### src/fcr_pkg.sv
// Types and constants shared by the framed command receiver.
package fcr_pkg;

  // Framing bytes
  localparam logic [7:0] SYNC_A = 8'h23;
  localparam logic [7:0] SYNC_B = 8'h25;

  // Command headers
  localparam logic [7:0] HDR_NOP       = 8'h00;
  localparam logic [7:0] HDR_SERVO     = 8'h0B;
  localparam logic [7:0] HDR_NIBBLE    = 8'h0C;
  localparam logic [7:0] HDR_PING      = 8'h0D;
  localparam logic [7:0] HDR_DIGITAL   = 8'h82;
  localparam logic [7:0] HDR_ANALOG    = 8'h83;
  localparam logic [7:0] HDR_PONG      = 8'h84;
  localparam logic [7:0] HDR_SHUT_SET  = 8'h20;
  localparam logic [7:0] HDR_SHUT_OPEN = 8'h21;
  localparam logic [7:0] HDR_SHUT_SHUT = 8'h22;

  // Operation codes
  localparam logic OP_BYTE = 1'b0;
  localparam logic OP_TICK = 1'b1;

  // Frame phases
  localparam logic [1:0] PH_SYNC    = 2'd0;
  localparam logic [1:0] PH_HEADER  = 2'd1;
  localparam logic [1:0] PH_PAYLOAD = 2'd2;
  localparam logic [1:0] PH_CHECK   = 2'd3;

  // Reset values and the servo compare offset
  localparam logic [11:0] CLOSE_LIMIT_RST = 12'd2048;
  localparam logic [7:0]  SHUTTER_POS_RST = 8'd30;
  localparam logic [9:0]  SERVO_RST       = 10'd290;
  localparam logic [9:0]  SERVO_OFFSET    = 10'd230;

  typedef struct packed {
    logic       operation;
    logic [7:0] rx_byte;
    logic [7:0] digital_inputs;
    logic       shutter_sense;
    logic [9:0] analog_0;
    logic [9:0] analog_1;
    logic [9:0] analog_2;
    logic [9:0] analog_3;
    logic [9:0] analog_4;
    logic [9:0] analog_5;
    logic [9:0] analog_6;
    logic [9:0] analog_7;
  } in_word_t;

  typedef struct packed {
    logic        tx_valid;
    logic [7:0]  tx_byte;
    logic        last;
    logic [9:0]  servo0_compare;
    logic [9:0]  servo1_compare;
    logic [3:0]  output_nibble;
    logic [15:0] checksum_error_count;
    logic [15:0] invalid_header_count;
  } out_word_t;

  // One item's complete result: optional reply frame plus status snapshot
  typedef struct packed {
    logic        reply;
    logic [7:0]  hdr;
    logic [7:0]  d0;
    logic [7:0]  d1;
    logic [7:0]  d2;
    logic [7:0]  d3;
    logic [7:0]  sum;
    logic [9:0]  servo0;
    logic [9:0]  servo1;
    logic [3:0]  nibble;
    logic [15:0] bad_sum;
    logic [15:0] bad_hdr;
  } result_t;

endpackage

### src/framed_command_receiver_top.sv
// Framed command receiver: frame parser, command dispatch and reply serialiser.
//
// Input channel (in_valid/in_stall/in_data) takes one word per item: either a
// received serial byte or an idle tick for the shutter monitor. Frames are
// '#','%', header, four payload bytes and an additive checksum byte.
// Output channel (out_valid/out_stall/out_data) gives one word per plain item
// and eight words for an item that sends a reply frame; last marks the final
// word of each item. Every word carries the servo, nibble and error counts as
// they stand after that item.
// An accepted item is held in the result register and then loaded into the serialiser
// register before its first word reaches the output.
// Throughput: one item per cycle while no replies are sent and out_stall is low; a
// reply occupies the output for its eight words, from the one-byte-per-cycle serialiser while out_stall is low.
// A result register sits between the parser and the serialiser, so one more
// item is taken while the serialiser still waits on a stalled receiver; after
// that in_stall rises until the result register moves on.
// Reset (rst_n low, synchronous) returns the parser to hunting for '#','%',
// clears counters and queues, and restores servos and shutter positions.
// cfg_wr_en writes the shutter close limit (idle ticks, reset 2048).
module framed_command_receiver_top (
  input  logic               clk,
  input  logic               rst_n,
  input  logic               in_valid,
  output logic               in_stall,
  input  fcr_pkg::in_word_t  in_data,
  output logic               out_valid,
  input  logic               out_stall,
  output fcr_pkg::out_word_t out_data,
  input  logic               cfg_wr_en,
  input  logic [11:0]        cfg_wr_data
);

  function automatic logic [9:0] servo_cmp(input logic [7:0] v);
    servo_cmp = {1'b0, v, 1'b0} + fcr_pkg::SERVO_OFFSET;
  endfunction

  // Configuration and parser state
  logic [11:0] close_limit_r;
  logic [7:0]  prior_byte_r,  prior_byte_nxt;
  logic [1:0]  phase_r,       phase_nxt;
  logic [7:0]  header_r,      header_nxt;
  logic [7:0]  payload_r [4];
  logic        pay_wr;
  logic [2:0]  pay_idx_r,     pay_idx_nxt;
  logic [7:0]  run_sum_r,     run_sum_nxt;
  logic [7:0]  shut_pos_r [4];
  logic        shut_wr;
  logic [9:0]  servo0_r,      servo0_nxt;
  logic [9:0]  servo1_r,      servo1_nxt;
  logic [3:0]  nibble_r,      nibble_nxt;
  logic [15:0] bad_sum_r,     bad_sum_nxt;
  logic [15:0] bad_hdr_r,     bad_hdr_nxt;
  logic [12:0] closed_ticks_r, closed_ticks_nxt;
  logic        closed_flag_r, closed_flag_nxt;

  // Reply build
  logic        rep_en;
  logic [7:0]  rep_hdr, rep_d0, rep_d1, rep_d2, rep_d3, rep_sum;
  logic [9:0]  analog_sel;
  logic        p0_in_range;

  // Result and serialiser registers
  fcr_pkg::result_t res_r, ser_r, res_nxt;
  logic        res_valid_r, ser_valid_r;
  logic [2:0]  ser_idx_r;
  logic        in_acc, out_acc, out_last, res_move;

  assign out_last = !ser_r.reply || (ser_idx_r == 3'd7);
  assign out_acc  = ser_valid_r && !out_stall;
  assign res_move = res_valid_r && (!ser_valid_r || (out_acc && out_last));
  assign in_stall = res_valid_r && !res_move;
  assign in_acc   = in_valid && !in_stall;

  assign p0_in_range = (payload_r[0][7:3] == 5'd0);

  // Pick the analog channel named by the first payload byte
  always_comb begin
    case (payload_r[0][2:0])
      3'd0:    analog_sel = in_data.analog_0;
      3'd1:    analog_sel = in_data.analog_1;
      3'd2:    analog_sel = in_data.analog_2;
      3'd3:    analog_sel = in_data.analog_3;
      3'd4:    analog_sel = in_data.analog_4;
      3'd5:    analog_sel = in_data.analog_5;
      3'd6:    analog_sel = in_data.analog_6;
      default: analog_sel = in_data.analog_7;
    endcase
    if (!p0_in_range) begin
      analog_sel = 10'd0;
    end
  end

  // Parse the word, dispatch finished frames and run the shutter debounce
  always_comb begin
    prior_byte_nxt   = prior_byte_r;
    phase_nxt        = phase_r;
    header_nxt       = header_r;
    pay_wr           = 1'b0;
    pay_idx_nxt      = pay_idx_r;
    run_sum_nxt      = run_sum_r;
    shut_wr          = 1'b0;
    servo0_nxt       = servo0_r;
    servo1_nxt       = servo1_r;
    nibble_nxt       = nibble_r;
    bad_sum_nxt      = bad_sum_r;
    bad_hdr_nxt      = bad_hdr_r;
    closed_ticks_nxt = closed_ticks_r;
    closed_flag_nxt  = closed_flag_r;
    rep_en           = 1'b0;
    rep_hdr          = 8'd0;
    rep_d0           = 8'd0;
    rep_d1           = 8'd0;
    rep_d2           = 8'd0;
    rep_d3           = 8'd0;

    if (in_data.operation == fcr_pkg::OP_BYTE) begin
      prior_byte_nxt = in_data.rx_byte;
      if (prior_byte_r == fcr_pkg::SYNC_A && in_data.rx_byte == fcr_pkg::SYNC_B) begin
        // Start pair restarts the frame anywhere
        phase_nxt   = fcr_pkg::PH_HEADER;
        run_sum_nxt = fcr_pkg::SYNC_A + fcr_pkg::SYNC_B;
      end else begin
        unique case (phase_r)
          fcr_pkg::PH_HEADER: begin
            header_nxt  = in_data.rx_byte;
            run_sum_nxt = run_sum_r + in_data.rx_byte;
            pay_idx_nxt = 3'd0;
            phase_nxt   = fcr_pkg::PH_PAYLOAD;
          end
          fcr_pkg::PH_PAYLOAD: begin
            pay_wr      = 1'b1;
            run_sum_nxt = run_sum_r + in_data.rx_byte;
            pay_idx_nxt = pay_idx_r + 3'd1;
            if (pay_idx_nxt[2]) begin
              phase_nxt = fcr_pkg::PH_CHECK;
            end
          end
          fcr_pkg::PH_CHECK: begin
            phase_nxt = fcr_pkg::PH_SYNC;
            if (run_sum_r != in_data.rx_byte) begin
              bad_sum_nxt = bad_sum_r + 16'd1;
            end else begin
              unique case (header_r)
                fcr_pkg::HDR_NOP: ;
                fcr_pkg::HDR_SERVO: begin
                  if (payload_r[0] == 8'd0) begin
                    servo0_nxt = servo_cmp(payload_r[1]);
                  end else if (payload_r[0] == 8'd1) begin
                    servo1_nxt = servo_cmp(payload_r[1]);
                  end
                end
                fcr_pkg::HDR_NIBBLE: begin
                  if (payload_r[0] == 8'd1) begin
                    nibble_nxt = payload_r[1][3:0];
                  end
                end
                fcr_pkg::HDR_PING: begin
                  rep_en  = 1'b1;
                  rep_hdr = fcr_pkg::HDR_PONG;
                  rep_d0  = 8'h50;
                  rep_d1  = 8'h4F;
                  rep_d2  = 8'h4E;
                  rep_d3  = 8'h47;
                end
                fcr_pkg::HDR_DIGITAL: begin
                  rep_en  = 1'b1;
                  rep_hdr = fcr_pkg::HDR_DIGITAL;
                  rep_d0  = payload_r[0];
                  rep_d1  = {7'd0, p0_in_range & in_data.digital_inputs[payload_r[0][2:0]]};
                end
                fcr_pkg::HDR_ANALOG: begin
                  rep_en  = 1'b1;
                  rep_hdr = fcr_pkg::HDR_ANALOG;
                  rep_d0  = payload_r[0];
                  rep_d1  = analog_sel[7:0];
                  rep_d2  = {6'd0, analog_sel[9:8]};
                end
                fcr_pkg::HDR_SHUT_SET: shut_wr = 1'b1;
                fcr_pkg::HDR_SHUT_OPEN: begin
                  servo0_nxt = servo_cmp(shut_pos_r[0]);
                  servo1_nxt = servo_cmp(shut_pos_r[2]);
                end
                fcr_pkg::HDR_SHUT_SHUT: begin
                  servo0_nxt = servo_cmp(shut_pos_r[1]);
                  servo1_nxt = servo_cmp(shut_pos_r[3]);
                end
                default: bad_hdr_nxt = bad_hdr_r + 16'd1;
              endcase
            end
          end
          default: ;
        endcase
      end
    end else begin
      // Idle tick: debounce the shutter sense
      if (in_data.shutter_sense) begin
        closed_ticks_nxt = 13'd0;
        if (closed_flag_r) begin
          closed_flag_nxt = 1'b0;
          rep_en  = 1'b1;
          rep_hdr = fcr_pkg::HDR_DIGITAL;
          rep_d0  = 8'd1;
          rep_d1  = 8'd1;
        end
      end else if (closed_ticks_r > {1'b0, close_limit_r}) begin
        closed_flag_nxt = 1'b1;
      end else begin
        closed_ticks_nxt = closed_ticks_r + 13'd1;
      end
    end

    rep_sum = fcr_pkg::SYNC_A + fcr_pkg::SYNC_B + rep_hdr + rep_d0 + rep_d1 + rep_d2 + rep_d3;
  end

  // Assemble the item's result
  always_comb begin
    res_nxt.reply   = rep_en;
    res_nxt.hdr     = rep_hdr;
    res_nxt.d0      = rep_d0;
    res_nxt.d1      = rep_d1;
    res_nxt.d2      = rep_d2;
    res_nxt.d3      = rep_d3;
    res_nxt.sum     = rep_sum;
    res_nxt.servo0  = servo0_nxt;
    res_nxt.servo1  = servo1_nxt;
    res_nxt.nibble  = nibble_nxt;
    res_nxt.bad_sum = bad_sum_nxt;
    res_nxt.bad_hdr = bad_hdr_nxt;
  end

  // Hold the close limit
  always_ff @(posedge clk) begin
    if (!rst_n) begin
      close_limit_r <= fcr_pkg::CLOSE_LIMIT_RST;
    end else if (cfg_wr_en) begin
      close_limit_r <= cfg_wr_data;
    end
  end

  // Advance parser and command state on each accepted word
  always_ff @(posedge clk) begin
    if (!rst_n) begin
      prior_byte_r   <= 8'd0;
      phase_r        <= fcr_pkg::PH_SYNC;
      pay_idx_r      <= 3'd0;
      run_sum_r      <= 8'd0;
      servo0_r       <= fcr_pkg::SERVO_RST;
      servo1_r       <= fcr_pkg::SERVO_RST;
      nibble_r       <= 4'd0;
      bad_sum_r      <= 16'd0;
      bad_hdr_r      <= 16'd0;
      closed_ticks_r <= 13'd0;
      closed_flag_r  <= 1'b0;
      for (int i = 0; i < 4; i++) begin
        shut_pos_r[i] <= fcr_pkg::SHUTTER_POS_RST;
      end
    end else if (in_acc) begin
      prior_byte_r   <= prior_byte_nxt;
      phase_r        <= phase_nxt;
      pay_idx_r      <= pay_idx_nxt;
      run_sum_r      <= run_sum_nxt;
      servo0_r       <= servo0_nxt;
      servo1_r       <= servo1_nxt;
      nibble_r       <= nibble_nxt;
      bad_sum_r      <= bad_sum_nxt;
      bad_hdr_r      <= bad_hdr_nxt;
      closed_ticks_r <= closed_ticks_nxt;
      closed_flag_r  <= closed_flag_nxt;
      if (shut_wr) begin
        for (int i = 0; i < 4; i++) begin
          shut_pos_r[i] <= payload_r[i];
        end
      end
    end
  end

  // Header and payload bytes: written before read, no reset
  always_ff @(posedge clk) begin
    if (in_acc) begin
      header_r <= header_nxt;
      if (pay_wr) begin
        payload_r[pay_idx_r[1:0]] <= in_data.rx_byte;
      end
    end
  end

  // Result register between parser and serialiser
  always_ff @(posedge clk) begin
    if (!rst_n) begin
      res_valid_r <= 1'b0;
    end else if (in_acc) begin
      res_valid_r <= 1'b1;
    end else if (res_move) begin
      res_valid_r <= 1'b0;
    end
  end

  always_ff @(posedge clk) begin
    if (in_acc) begin
      res_r <= res_nxt;
    end
  end

  // Serialiser: drop finished items, step through reply bytes
  always_ff @(posedge clk) begin
    if (!rst_n) begin
      ser_valid_r <= 1'b0;
      ser_idx_r   <= 3'd0;
    end else if (res_move) begin
      ser_valid_r <= 1'b1;
      ser_idx_r   <= 3'd0;
    end else if (out_acc) begin
      if (out_last) begin
        ser_valid_r <= 1'b0;
        ser_idx_r   <= 3'd0;
      end else begin
        ser_idx_r <= ser_idx_r + 3'd1;
      end
    end
  end

  always_ff @(posedge clk) begin
    if (res_move) begin
      ser_r <= res_r;
    end
  end

  // Drive the output word
  always_comb begin
    out_valid                     = ser_valid_r;
    out_data.tx_valid             = ser_r.reply;
    out_data.last                 = out_last;
    out_data.servo0_compare       = ser_r.servo0;
    out_data.servo1_compare       = ser_r.servo1;
    out_data.output_nibble        = ser_r.nibble;
    out_data.checksum_error_count = ser_r.bad_sum;
    out_data.invalid_header_count = ser_r.bad_hdr;
    case (ser_idx_r)
      3'd0:    out_data.tx_byte = fcr_pkg::SYNC_A;
      3'd1:    out_data.tx_byte = fcr_pkg::SYNC_B;
      3'd2:    out_data.tx_byte = ser_r.hdr;
      3'd3:    out_data.tx_byte = ser_r.d0;
      3'd4:    out_data.tx_byte = ser_r.d1;
      3'd5:    out_data.tx_byte = ser_r.d2;
      3'd6:    out_data.tx_byte = ser_r.d3;
      default: out_data.tx_byte = ser_r.sum;
    endcase
    if (!ser_r.reply) begin
      out_data.tx_byte = 8'd0;
    end
  end

endmodule
### config.mk
export PLATFORM = sky130hd
export DESIGN_NAME = framed_command_receiver_top
export DESIGN_NICKNAME = d
export VERILOG_FILES = /design/src/fcr_pkg.sv /design/src/framed_command_receiver_top.sv
export SDC_FILE = /design/constraint.sdc
export NUM_CORES = 1
export LEC_CHECK = 0
export BUFFER_PORTS_ARGS = -buffer_cell sky130_fd_sc_hd__buf_2
export CORE_MARGIN = 5
export CORE_UTILIZATION = 54
export CTS_CLUSTER_DIAMETER = 120
export DETAILED_ROUTE_END_ITERATION = 10
export MAX_ROUTING_LAYER = met4
export PLACE_DENSITY_LB_ADDON = 0.05
export SLEW_MARGIN = 20
export SYNTH_ARGS = -nofsm -noshare
export SYNTH_HDL_FRONTEND = slang
export SYNTH_SLANG_ARGS = --single-unit
### constraint.sdc
create_clock -name clk -period 6.11 [get_ports clk]
set_input_delay 0.3055 -clock clk [delete_from_list [all_inputs] [get_ports clk]]
set_output_delay 0.3055 -clock clk [all_outputs]
set_load 0.1 [all_outputs]
==> impl_metrics.toml <==
[run_status]
outcome = "finished clean"

[detailed_routing]
vias = 12359
routed_wl_um = 42100
topRoutingLayerUsed = "met4"
drtPass1Iterations = 5
met1Wirelength_um = 18800
drt-initial-drc-count = 1048
drc = 0
route.met3.wl_um = 2560
met2_length_um = 19800
final_antenna_net_count = 0
avgViaCountPerCell = 5.72
wl_per_cell_um = 19.5

[critical_path]
reg2reg_depth = 21
r2r-end = "res_r[63]"
r2r_setup_slack_ps = 570
start_kind = "flop"
r2r-start = "run_sum_r[4]"
crit_arrival_ps = 5810
worst_setup_path_end_kind = "flop"
worstPathMaxFanout = 7
path_class = "flop to flop"
cp.required_ps = 6380

[yosys]
yosysWarnings = 0
yosysUniqueCellTypes = 90
synth-seq-cells = 358
syn_avg_cell_area_um2 = 11.3
synth-simple-area-share_pct = 15.2
synth-adder-area-share_pct = 5.42
synth-compound-area-share_pct = 11.5
synth_area_um2 = 17600
synth_nets = 1735
synth_edf_count = 250
synth_xor_area_share_pct = 4.24
async_flop_share_pct = 0
muxShareOfSynthArea_pct = 3.15
synthFlopType = "edfxtp_1"
synth_top_family_by_area = "simple AND/OR/NAND/NOR gates"
ys_seq_area_share_pct = 55.1
synthCells = 1552

[timing]
final_max_slew_viol_count = 0
period_minus_slack_ps = 5540
setup_viol = 0
finalSetupTns_ps = 0
max-slew-margin-rel_pct = 35.7
final_hold_viol_count = 0
skew_ps = 13.2
tightestPinTransition_ps = 965
timing.final.ws_setup_ps = 574
rsz0062_at_grt = "no"
post-route-period-util_pct = 90.6
max_freq_mhz = 181

[placed_design]
dp_cells = 2087
port_buffers = 182
hpwlAfterDp_um = 30600
placed_cell_area_um2 = 18600
post-place-ws_ps = 447
gp_congestion = 0.945

[die]
fp.dieW_um = 190
pin_count = 183
die_y_um = 190
coreArea_um2 = 32300
dieArea_um2 = 36200
num_rows = 66
start_util_pct = 54.4

[cells_and_area]
stdcell_area_um2 = 19900
nNetsFinal = 1872
fin_cells = 2162
antenna_cells = 0
area_delta_synth_final_pct = 13.1
layout-drive-gt1-share_pct = 19.0

[clocking]
clock_sinks = 358
clock_path_buffers = 3
clock_latency_ps = 530
cts-root-buf = "clkbuf_16"
htree_levels = 2
cts_setup_buffers = 0
cts-resized-gates = 0
cts_hold_buf = 3
clk_pin_slew_ps = 60
cts_tree = "done"
numCtsBuffers = 39

[hold_path]
hold_path_class = "input port to flop"
min_to = "close_limit_r[0]"
min_from = "cfg_wr_data[0]"
holdPathStages = 3

[global_route]
grt_use_total_pct = 23.7
overflow = 0
grt_pass1_vias = 11792
grt_pass1_wl_um = 65900
grt_max_degree = 81
antenna_found_initial = 0

[power]
vdd_drop_max_mv = 0.210
p_leak_nw = 7.59
p_per_area_nw_per_um2 = 268

[run]
maxCapViolCount = 0
-- how the worst max path moves through the flow --
| stage | start | end | slack, ps | cells after the start |
|---|---|---|---|---|
| after floorplan | ser_idx_r[0] | ser_idx_r[0] | 200 | 7 |
| after global placement | in_data[93] | res_r[63] | 530 | 22 |
| after detailed placement | in_data[93] | res_r[63] | 450 | 22 |
| after CTS | run_sum_r[4] | res_r[63] | 660 | 21 |
| after global routing | run_sum_r[1] | res_r[63] | 160 | 21 |
| final | run_sum_r[4] | res_r[63] | 570 | 21 |
-- flip-flops by register name, indices dropped and copies added, names as in the netlist --
name            count
res_r              89
out_data           57
payload_r          32
ser_r              32
shut_pos_r         32
bad_hdr_r          16
bad_sum_r          16
closed_ticks_r     13
close_limit_r      12
servo0_r           10
servo1_r           10
header_r            8
prior_byte_r        8
run_sum_r           8
nibble_r            4
pay_idx_r           3
ser_idx_r           3
phase_r             2
closed_flag_r       1
out_valid           1
res_valid_r         1
-- kinds of logic after synthesis --
group                      Yosys count
AOI/OAI and AO/OA                  308
xor gates and xnor gates            85
adders and majority gates           69
buffers and inverters              187
DFF                                358
muxes                               47
and+or+nand+nor                    498
-- power by group --
part / leakage (nW) / switching, mW / total, mW / internal (mW)
registers: 3.23 / 0.0252 / 2.69 / 2.67
clock network: 0.621 / 0.946 / 2.28 / 1.33
logic: 3.74 / 0.269 / 0.345 / 0.0761
-- cell usage after synthesis (19+ instances only) --
cell,instances,area (um^2)
xor2_1,35,307
clkbuf_1,40,150
mux2i_1,35,350
dfxtp_1,108,2160
ha_1,56,701
nor3_1,24,120
nor2_1,119,447
a22oi_1,19,143
inv_1,71,267
nand3_1,54,270
nand2_1,111,417
edfxtp_1,250,7510
xnor2_1,50,438
o21ai_0,62,310
buf_4,58,435
and3_1,35,219
a21oi_1,78,390
o31ai_1,22,165
or4_1,25,188
-- metrics by stage --
step	power [mW]	hold slack, ps	util [%]
after CTS	5.37	0.262	61.5
after global placement	3.08	401	57.5
after global routing	5.52	28.5	61.5
after detailed placement	3.09	405	57.5
final	5.32	17.6	61.5
after floorplan	3.01	400	-
-- worst max-delay path, cell delays in order, from the launching register on --
cell and delay (ps):
dfxtp_1 310, ha_1 360, nor4_2 450, and3_1 400, nand3_1 240, nor2_1 380, nand3_1 180, o21ai_0 320
fa_1 230, inv_1 50, fa_1 470, fa_1 460, inv_1 70, ha_1 160, inv_1 50, fa_1 390
inv_1 70, a21o_1 110, a21oi_1 90, o21ai_0 240, xnor2_1 160, xnor2_1 90
-- final cells by class --
class                      instances  area [um^2]
sequential                       358         9670
timing repair buffer             211         1140
fill                            2646        12400
multi-input combinational       1007         6960
clock buffer                      49         1060
clock inverter                    23          200
tap                              442          553
inverter                          72          273
-- cells in the final DEF, fill, tap and decap left out, types with 40 or more instances in the layout --
cell / count
nand2_1: 111
dfxtp_1: 108
a21oi_1: 76
nand3_1: 54
o21ai_0: 62
edfxtp_1: 250
buf_2: 182
ha_1: 56
xnor2_1: 50
clkbuf_16: 40
inv_1: 70
nor2_1: 119
-- per-layer routing --
metal	track usage, %	vias up
li1	-	5953
met1	33.5	5957
met2	36.7	373
met3	3.11	76
met4	6.27	0
met5	-	-
Power figures use the tool's default switching activity.
